### src/rtl/h2c_pkg.sv
package h2c_pkg;

  localparam int ORDER_BITS = 21;
  localparam int IDX_W      = 2 * ORDER_BITS;
  localparam int LVL_W      = (ORDER_BITS > 2) ? $clog2(ORDER_BITS) : 1;

  localparam logic OP_ENCODE = 1'b0;
  localparam logic OP_DECODE = 1'b1;

  typedef logic [ORDER_BITS-1:0] coord_t;
  typedef logic [IDX_W-1:0]      index_t;
  typedef logic [LVL_W-1:0]      level_t;

  // Working pair of transposed words as it moves down the cell chain.
  typedef struct packed {
    logic   op;
    coord_t w0;
    coord_t w1;
  } h2c_word_t;

  typedef struct packed {
    logic      vld;
    h2c_word_t word;
  } h2c_stage_t;

  typedef struct packed {
    logic   vld;
    index_t index_out;
    coord_t x_out;
    coord_t y_out;
  } h2c_res_t;

endpackage

### src/rtl/h2c_if.sv
interface h2c_in_if import h2c_pkg::*; ();
  logic   valid;
  logic   ready;
  logic   opcode;
  coord_t point_x;
  coord_t point_y;
  index_t curve_index;

  modport source (output valid, output opcode, output point_x, output point_y,
                  output curve_index, input ready);
  modport sink (input valid, input opcode, input point_x, input point_y,
                input curve_index, output ready);
endinterface

interface h2c_out_if import h2c_pkg::*; ();
  logic   valid;
  logic   ready;
  index_t index_out;
  coord_t x_out;
  coord_t y_out;

  modport source (output valid, output index_out, output x_out, output y_out,
                  input ready);
  modport sink (input valid, input index_out, input x_out, input y_out,
                output ready);
endinterface

### src/rtl/h2c_front.sv
module h2c_front import h2c_pkg::*; (
  input  logic       clk,
  input  logic       rst_n,
  input  logic       en,
  h2c_in_if.sink     in_ch,
  output h2c_stage_t stg_o
);

  logic      vld_r;
  h2c_word_t word_r;
  h2c_word_t word_nxt;

  assign in_ch.ready = en;

  always_comb begin
    coord_t a;
    coord_t b;
    a = '0;
    b = '0;
    word_nxt.op = in_ch.opcode;
    if (in_ch.opcode == OP_ENCODE) begin
      word_nxt.w0 = in_ch.point_x;
      word_nxt.w1 = in_ch.point_y;
    end else begin
      // The odd index bits carry the first word, the even bits the second.
      for (int i = 0; i < ORDER_BITS; i++) begin
        a[i] = in_ch.curve_index[2*i+1];
        b[i] = in_ch.curve_index[2*i];
      end
      word_nxt.w0 = a ^ (b >> 1);
      word_nxt.w1 = b ^ a;
    end
  end

  always_ff @(posedge clk) begin
    if (!rst_n) begin
      vld_r <= 1'b0;
    end else if (en) begin
      vld_r <= in_ch.valid;
    end
  end

  always_ff @(posedge clk) begin
    if (en) begin
      word_r <= word_nxt;
    end
  end

  assign stg_o = '{vld: vld_r, word: word_r};

endmodule

### src/rtl/h2c_cell.sv
module h2c_cell import h2c_pkg::*; (
  input  logic       clk,
  input  logic       rst_n,
  input  logic       en,
  input  level_t     lvl_enc,
  input  level_t     lvl_dec,
  input  h2c_stage_t stg_i,
  output h2c_stage_t stg_o
);

  logic      vld_r;
  h2c_word_t word_r;
  h2c_word_t word_nxt;

  always_comb begin
    level_t lvl;
    coord_t p;
    coord_t a;
    coord_t b;
    coord_t t;
    logic   hx;
    logic   hy;
    lvl = (stg_i.word.op == OP_ENCODE) ? lvl_enc : lvl_dec;
    p   = (coord_t'(1) << lvl) - coord_t'(1);
    a   = stg_i.word.w0;
    b   = stg_i.word.w1;
    // Bit lvl of either word is never touched below, so sample it once.
    hx  = a[lvl];
    hy  = b[lvl];
    t   = (a ^ b) & p;
    if (stg_i.word.op == OP_ENCODE) begin
      if (hx) begin
        a = a ^ p;
        t = (a ^ b) & p;
      end
      if (hy) begin
        a = a ^ p;
      end else begin
        a = a ^ t;
        b = b ^ t;
      end
    end else begin
      if (hy) begin
        a = a ^ p;
      end else begin
        a = a ^ t;
        b = b ^ t;
      end
      if (hx) begin
        a = a ^ p;
      end
    end
    word_nxt = '{op: stg_i.word.op, w0: a, w1: b};
  end

  always_ff @(posedge clk) begin
    if (!rst_n) begin
      vld_r <= 1'b0;
    end else if (en) begin
      vld_r <= stg_i.vld;
    end
  end

  always_ff @(posedge clk) begin
    if (en) begin
      word_r <= word_nxt;
    end
  end

  assign stg_o = '{vld: vld_r, word: word_r};

endmodule

### src/rtl/h2c_back.sv
module h2c_back import h2c_pkg::*; (
  input  logic       clk,
  input  logic       rst_n,
  input  logic       en,
  input  h2c_stage_t stg_i,
  output h2c_res_t   res_o
);

  logic     vld_r;
  h2c_res_t res_r;
  h2c_res_t res_nxt;

  always_comb begin
    coord_t g;
    coord_t t;
    coord_t a;
    coord_t b;
    index_t idx;
    g   = stg_i.word.w1 ^ stg_i.word.w0;
    t   = '0;
    idx = '0;
    // Each correction bit is the parity of the Gray word above it.
    for (int j = 0; j < ORDER_BITS; j++) begin
      t[j] = ^(g >> (j + 1));
    end
    a = stg_i.word.w0 ^ t;
    b = g ^ t;
    for (int i = 0; i < ORDER_BITS; i++) begin
      idx[2*i+1] = a[i];
      idx[2*i]   = b[i];
    end
    res_nxt.vld = stg_i.vld;
    if (stg_i.word.op == OP_ENCODE) begin
      res_nxt.index_out = idx;
      res_nxt.x_out     = '0;
      res_nxt.y_out     = '0;
    end else begin
      res_nxt.index_out = '0;
      res_nxt.x_out     = stg_i.word.w0;
      res_nxt.y_out     = stg_i.word.w1;
    end
  end

  always_ff @(posedge clk) begin
    if (!rst_n) begin
      vld_r <= 1'b0;
    end else if (en) begin
      vld_r <= stg_i.vld;
    end
  end

  always_ff @(posedge clk) begin
    if (en) begin
      res_r <= res_nxt;
    end
  end

  always_comb begin
    res_o     = res_r;
    res_o.vld = vld_r;
  end

endmodule

### src/rtl/h2c_outbuf.sv
module h2c_outbuf import h2c_pkg::*; (
  input  logic     clk,
  input  logic     rst_n,
  input  h2c_res_t res_i,
  output logic     adv,
  h2c_out_if.source out_ch
);

  logic     main_vld_r;
  logic     skid_vld_r;
  h2c_res_t main_r;
  h2c_res_t skid_r;
  logic     push;
  logic     pop;

  // The chain only moves while the skid slot is free, so at most one beat
  // can land here while the main slot is held by the receiver.
  assign adv  = !skid_vld_r;
  assign push = res_i.vld && !skid_vld_r;
  assign pop  = main_vld_r && out_ch.ready;

  always_ff @(posedge clk) begin
    if (!rst_n) begin
      main_vld_r <= 1'b0;
      skid_vld_r <= 1'b0;
    end else if (skid_vld_r) begin
      if (pop) begin
        skid_vld_r <= 1'b0;
      end
    end else if (push) begin
      if (!main_vld_r || pop) begin
        main_vld_r <= 1'b1;
      end else begin
        skid_vld_r <= 1'b1;
      end
    end else if (pop) begin
      main_vld_r <= 1'b0;
    end
  end

  always_ff @(posedge clk) begin
    if (skid_vld_r) begin
      if (pop) begin
        main_r <= skid_r;
      end
    end else if (push) begin
      if (!main_vld_r || pop) begin
        main_r <= res_i;
      end else begin
        skid_r <= res_i;
      end
    end
  end

  assign out_ch.valid     = main_vld_r;
  assign out_ch.index_out = main_r.index_out;
  assign out_ch.x_out     = main_r.x_out;
  assign out_ch.y_out     = main_r.y_out;

`ifndef SYNTHESIS
  a_skid_needs_main: assert property (@(posedge clk) disable iff (!rst_n)
    skid_vld_r |-> main_vld_r)
    else $error("skid slot holds a beat while the main slot is empty");

  a_skid_only_on_stall: assert property (@(posedge clk) disable iff (!rst_n)
    $rose(skid_vld_r) |-> $past(main_vld_r && !out_ch.ready))
    else $error("skid slot filled without a stalled output");

  a_skid_drains: assert property (@(posedge clk) disable iff (!rst_n)
    skid_vld_r && out_ch.ready |=> !skid_vld_r && main_vld_r)
    else $error("skid slot did not move to the main slot");
`endif

endmodule

### src/rtl/hilbert_2d_codec_top.sv
// Two-dimensional Hilbert curve codec, fully pipelined.
// Input channel in_ch: a beat carries opcode, point_x, point_y and
// curve_index. Opcode encode maps (point_x, point_y) to a curve index;
// opcode decode maps curve_index back to a point. Result channel out_ch:
// one beat per input beat, in order, with index_out for an encode and
// x_out / y_out for a decode; the unused fields read as zero.
// The datapath is a front register, a chain of ORDER_BITS-1 bit-level cells
// (one curve level each), a back register for the Gray and parity fixup
// and a two-slot output buffer. Throughput is one beat per cycle while the
// buffer's second slot is free, set by the cell chain, which takes a new beat
// every cycle unless the chain holds.
// A stalled receiver first fills the buffer's second slot; the whole chain
// then holds and in_ch.ready drops. in_ch.ready is a register output and
// does not depend on out_ch.ready in the same cycle.
// Reset (rst_n low, synchronous) empties every stage and the buffer by clearing
// their valid flags; the data registers are not reset.
module hilbert_2d_codec_top import h2c_pkg::*; (
  input  logic      clk,
  input  logic      rst_n,
  h2c_in_if.sink    in_ch,
  h2c_out_if.source out_ch
);

  logic       adv;
  h2c_stage_t stg [ORDER_BITS];
  h2c_res_t   res;

  h2c_front u_front (
    .clk   (clk),
    .rst_n (rst_n),
    .en    (adv),
    .in_ch (in_ch),
    .stg_o (stg[0])
  );

  // Encode walks the levels from the top down, decode from the bottom up.
  for (genvar s = 0; s < ORDER_BITS - 1; s++) begin : g_cell
    h2c_cell u_cell (
      .clk     (clk),
      .rst_n   (rst_n),
      .en      (adv),
      .lvl_enc (LVL_W'(ORDER_BITS - 1 - s)),
      .lvl_dec (LVL_W'(s + 1)),
      .stg_i   (stg[s]),
      .stg_o   (stg[s+1])
    );
  end

  h2c_back u_back (
    .clk   (clk),
    .rst_n (rst_n),
    .en    (adv),
    .stg_i (stg[ORDER_BITS-1]),
    .res_o (res)
  );

  h2c_outbuf u_outbuf (
    .clk    (clk),
    .rst_n  (rst_n),
    .res_i  (res),
    .adv    (adv),
    .out_ch (out_ch)
  );

endmodule
### src/flat_wrapper.sv
// flat-port wrapper written by rule: the top's interface ports become plain ports
module hilbert_2d_codec_top_flat import h2c_pkg::*;
  (clk, rst_n, in_ch_valid, in_ch_opcode, in_ch_point_x, in_ch_point_y, in_ch_curve_index, in_ch_ready, out_ch_valid, out_ch_index_out, out_ch_x_out, out_ch_y_out, out_ch_ready);
  h2c_in_if in_ch_i ();
  h2c_out_if out_ch_i ();
  input  logic clk;
  input  logic rst_n;
  input wire logic [$bits(in_ch_i.valid)-1:0] in_ch_valid;
  input wire logic [$bits(in_ch_i.opcode)-1:0] in_ch_opcode;
  input wire logic [$bits(in_ch_i.point_x)-1:0] in_ch_point_x;
  input wire logic [$bits(in_ch_i.point_y)-1:0] in_ch_point_y;
  input wire logic [$bits(in_ch_i.curve_index)-1:0] in_ch_curve_index;
  output wire logic [$bits(in_ch_i.ready)-1:0] in_ch_ready;
  output wire logic [$bits(out_ch_i.valid)-1:0] out_ch_valid;
  output wire logic [$bits(out_ch_i.index_out)-1:0] out_ch_index_out;
  output wire logic [$bits(out_ch_i.x_out)-1:0] out_ch_x_out;
  output wire logic [$bits(out_ch_i.y_out)-1:0] out_ch_y_out;
  input wire logic [$bits(out_ch_i.ready)-1:0] out_ch_ready;
  assign in_ch_i.valid = in_ch_valid;
  assign in_ch_i.opcode = in_ch_opcode;
  assign in_ch_i.point_x = in_ch_point_x;
  assign in_ch_i.point_y = in_ch_point_y;
  assign in_ch_i.curve_index = in_ch_curve_index;
  assign in_ch_ready = in_ch_i.ready;
  assign out_ch_valid = out_ch_i.valid;
  assign out_ch_index_out = out_ch_i.index_out;
  assign out_ch_x_out = out_ch_i.x_out;
  assign out_ch_y_out = out_ch_i.y_out;
  assign out_ch_i.ready = out_ch_ready;
  hilbert_2d_codec_top u_core (.clk(clk), .rst_n(rst_n), .in_ch(in_ch_i), .out_ch(out_ch_i));
endmodule
### config.mk
export PLATFORM = sky130hd
export DESIGN_NAME = hilbert_2d_codec_top_flat
export DESIGN_NICKNAME = d
export VERILOG_FILES = /design/src/rtl/h2c_pkg.sv /design/src/rtl/h2c_if.sv /design/src/rtl/h2c_front.sv /design/src/rtl/h2c_cell.sv /design/src/rtl/h2c_back.sv /design/src/rtl/h2c_outbuf.sv /design/src/rtl/hilbert_2d_codec_top.sv /design/src/flat_wrapper.sv
export SDC_FILE = /design/constraint.sdc
export NUM_CORES = 2
export LEC_CHECK = 0
export BUFFER_PORTS_ARGS = -buffer_cell sky130_fd_sc_hd__buf_2
export CORE_AREA = 2 2 411 413
export CTS_BUF_LIST = sky130_fd_sc_hd__clkbuf_8
export CTS_CLUSTER_SIZE = 8
export DETAILED_ROUTE_END_ITERATION = 10
export DIE_AREA = 0 0 413 415
export PLACE_DENSITY = 0.72
export SYNTH_ARGS = -nofsm -noshare
export SYNTH_HDL_FRONTEND = slang
export SYNTH_HIERARCHICAL = 1
export SYNTH_SLANG_ARGS = --single-unit
### constraint.sdc
create_clock -name clk -period 35.7 [get_ports clk]
set_input_delay 7.14 -clock clk [delete_from_list [all_inputs] [get_ports clk]]
set_output_delay 7.14 -clock clk [all_outputs]
set_load 0.1 [all_outputs]
==> metrics.txt <==
final core utilization=60.9%; Initial DRT Pass Iterations=7; number of buffers inserted by port buffering=174; FF+latch count, synth=1179; remaining number of nets flagged by the antenna check after routing=0; TritonCTS clock tree=built; vias in the first global route=77438; XOR/XNOR Fraction of Synth Area=5.30%; IR drop worst, VDD=147 uV; DP HPWL=about 220 mm; 1st-iter DRT viols=9776; cell count after synthesis=10014; area fraction in compound gates after synthesis=24.3%; initial cell density of the core=55.8%; CTS Root Buffer Type=sky130_fd_sc_hd__clkbuf_8; time the final worst path needs with I/O delays and setup=9.90 ns; Synth Area in Simple Gates=17.1%; number of maximum-capacitance constraint violations=0; Area growth, synth to finish=9.16%; Relative slew margins=-38.0%; hold slack=around 0.43 ns; final RePlAce weighted congestion=roughly 0.97; Setup Skew=0.0677 ns; number of cells on the worst reg-to-reg path=9; Worst Max-Slew Pin Slew=2.05 ns; Tot GR Track Use=approximately a third; final count of negative-setup-slack endpoints=0; Slew Viols, Final=448; outcome=finished, violations left; hold-fix buffers at CTS=0; Max Clock Freq=101 MHz; setup TNS=0 ns; clock sink count=1179; sequential-to-total area share from yosys stat=37.8%; floorplan die area=0.171 mm^2; HP Start=u_core/u_back/res_o[27]$_SDFFCE_PN0P_; overall die width=a little over 400 um; Crit path largest cell delay=roughly 0.64 ns; ratio of total power to cell area=about 86 mW/mm^2; Num CTS Buffers=204; CTS H-Tree Depth=4; signal arrival time at the worst endpoint=2.76 ns; crit-path leading delay family=buffers and inverters; reg-to-reg endpoint=u_core/g_cell[19].u_cell/stg_o[29]$_DFFE_PP_; area of the mapped netlist=0.0930 mm^2; initial antenna violation count=5; Final Routed Wirelength=slightly above 300 mm; failing checks=max-slew violations; leading register cell type out of synthesis=sky130_fd_sc_hd__edfxtp_1; worst min-delay path endpoint=u_core/u_outbuf/skid_r[27]$_DFFE_PP_; number of hold violations in the final report=0; Resize count post-CTS=0; synthesized area per cell=roughly 9.3 um^2; clock insertion delay at the later pin of the skew report=1.03 ns; maximum clock path buffer count=3; via count of the routed design=84253; row count=150; combinational family with the most area after synthesis=compound AO/OA/AOI/OAI gates; Chip Height=415 um; hold crit path type=flip-flop to flip-flop; setup repair after global routing missed its margin=no; number of synthesized flops with an enable pin=1155; Remaining Overflow, GRT=0; classification of the worst setup path=flip-flop to output pin; vias per std cell=6.39; reg-to-reg startpoint=u_core/g_cell[18].u_cell/stg_o[42]$_DFFE_PP_; share of cells above drive strength 1=12.3%; multiplexer fraction of the synthesized cell area=8.68%; slowest CP cell=sky130_fd_sc_hd__inv_8; Crit path buffers/inverters=2; Std-Cell Core Area=0.167 mm^2; post-route clock period utilization=27.7%; final routed wire length divided by cell count=23.5 um; most frequent standard cell in the layout excluding fill and tap cells=sky130_fd_sc_hd__edfxtp_1; adder and majority cell fraction of the synthesized area=0.269%; pin count of the biggest net entering global routing=120; Yosys cell types=76; global-route wire length before repair=between 400 and 500 mm; clock-pin slew on the worst setup and hold paths=0.06 ns; Yosys warnings=6; WHS Path Cells=0; leakage power=40.7 nW; asr flop ratio synth=0%; Critical Path Start Type=flip-flop; flop2flop setup slack=approximately 31 ns; total I/O pin count=175; leading cell types in the layout, fill and taps excluded=sky130_fd_sc_hd__edfxtp_1 (1155), sky130_fd_sc_hd__nand2_1 (1083), sky130_fd_sc_hd__conb_1 (1020); Post-CTS Setup Inserts=0; CP Capture Type=output pin; worst path required time=between 20 and 30 ns; drc violations=0; largest fanout of any net on the critical path=119; Filler Cell Count=14296; critical-path cell list=inv_8, buf_2; net total in the final layout=about 11000
[per-layer routing]
layer	global-route usage, %	up-vias	share of wire, %
met1	45.8	40187	40
li1	-	38799	-
met4	16.8	2	5.4
met5	0	-	0.0042
met3	5.23	909	8.2
met2	56.5	4356	47
[worst max path at each step]
stage	cells after the start	endpoint	startpoint	slack (ns)
floorplan	5	in_ch_ready	u_core/u_outbuf/skid_vld_r$_SDFF_PN0_	5.83
detailed placement	4	u_core/u_outbuf/skid_r[23]$_DFFE_PP_	out_ch_ready	26.68
CTS	2	in_ch_ready	u_core/u_outbuf/skid_vld_r$_SDFF_PN0_	25.76
global placement	4	u_core/u_outbuf/skid_r[23]$_DFFE_PP_	out_ch_ready	26.73
finish	2	in_ch_ready	u_core/u_outbuf/skid_vld_r$_SDFF_PN0_	25.80
global route	2	in_ch_ready	u_core/u_outbuf/skid_vld_r$_SDFF_PN0_	25.69
[power by group]
part	switching, W	total (W)	internal [W]
logic	0.00228	0.00412	0.00184
registers	0.000958	0.00332	0.00236
clock network	0.000618	0.00125	0.000633
total	0.00385	0.00869	0.00484
[metrics by stage]
stage | worst slack, ns | std cells | area (um^2) | power [W]
5_1_grt | 25.69 | 13192 | 102000 | 0.00913
6_report | 25.80 | 13195 | 102000 | 0.00869
2_1_floorplan | 5.83 | 11032 | 96800 | 0.00602
4_1_cts | 25.76 | 13189 | 102000 | 0.00856
3_3_place_gp | 26.73 | 12817 | 97400 | 0.00718
3_5_place_dp | 26.68 | 12817 | 97400 | 0.00726
[layout make-up]
class                   count  area (um^2)  share of cell area, %
clock buffers             206         2840                   2.79
inverters                 463         1750                   1.72
flip-flops and latches   1179        35200                   34.6
diodes                      6         15.0                 0.0148
clock inverters           166         1260                   1.24
multi-input cells        8637        55700                   54.8
well taps                2204         2760                   2.72
repair buffers            334         2070                   2.04
[state kept, by name, indices dropped and copies added, names as in the netlist]
| name | flops |
|---|---|
| u_core/g_cell.u_cell/stg_o | 860 |
| u_core/g_cell.u_cell/vld_r | 20 |
| u_core/u_back/res_o | 84 |
| u_core/u_back/vld_r | 1 |
| u_core/u_front/stg_o | 43 |
| u_core/u_front/vld_r | 1 |
| u_core/u_outbuf/out_ch.index_out | 42 |
| u_core/u_outbuf/out_ch.valid | 1 |
| u_core/u_outbuf/out_ch.x_out | 21 |
| u_core/u_outbuf/out_ch.y_out | 21 |
| u_core/u_outbuf/skid_r | 84 |
| u_core/u_outbuf/skid_vld_r | 1 |
[synth_stat cells, drive strengths merged, types with 122 or more instances]
| library cell | count | area (um^2) |
|---|---|---|
| and3 | 180 | 1130 |
| a32oi | 160 | 1400 |
| inv | 463 | 1740 |
| o211a | 200 | 2000 |
| a211oi | 381 | 3260 |
| mux2 | 328 | 3720 |
| o21ai | 601 | 3010 |
| buf | 444 | 3150 |
| and2 | 122 | 813 |
| nor4 | 140 | 876 |
| nor2 | 711 | 2820 |
| nand4 | 140 | 876 |
| o22ai | 220 | 1380 |
| clkbuf | 309 | 1160 |
| nand2 | 1103 | 4190 |
| a31oi | 160 | 1000 |
| a21oi | 565 | 2930 |
| xnor2 | 495 | 4390 |
| edfxtp | 1155 | 34700 |
| nor2b | 156 | 976 |
| mux2i | 403 | 4360 |
[kinds of logic (layout without fill, tap and decap cells)]
logic type               after synthesis  count (layout)
other                                  2            1026
XOR/XNOR                             543             543
multiplexers                         731             731
AND/OR/NAND/NOR                     3196            3196
adder cells (fa/ha/maj)               20              20
flip-flops                          1179            1179
buffers and inverters               1216            1169
AO/OA/AOI/OAI                       3127            3127
Note: power is estimated with default switching activity, not from simulation.
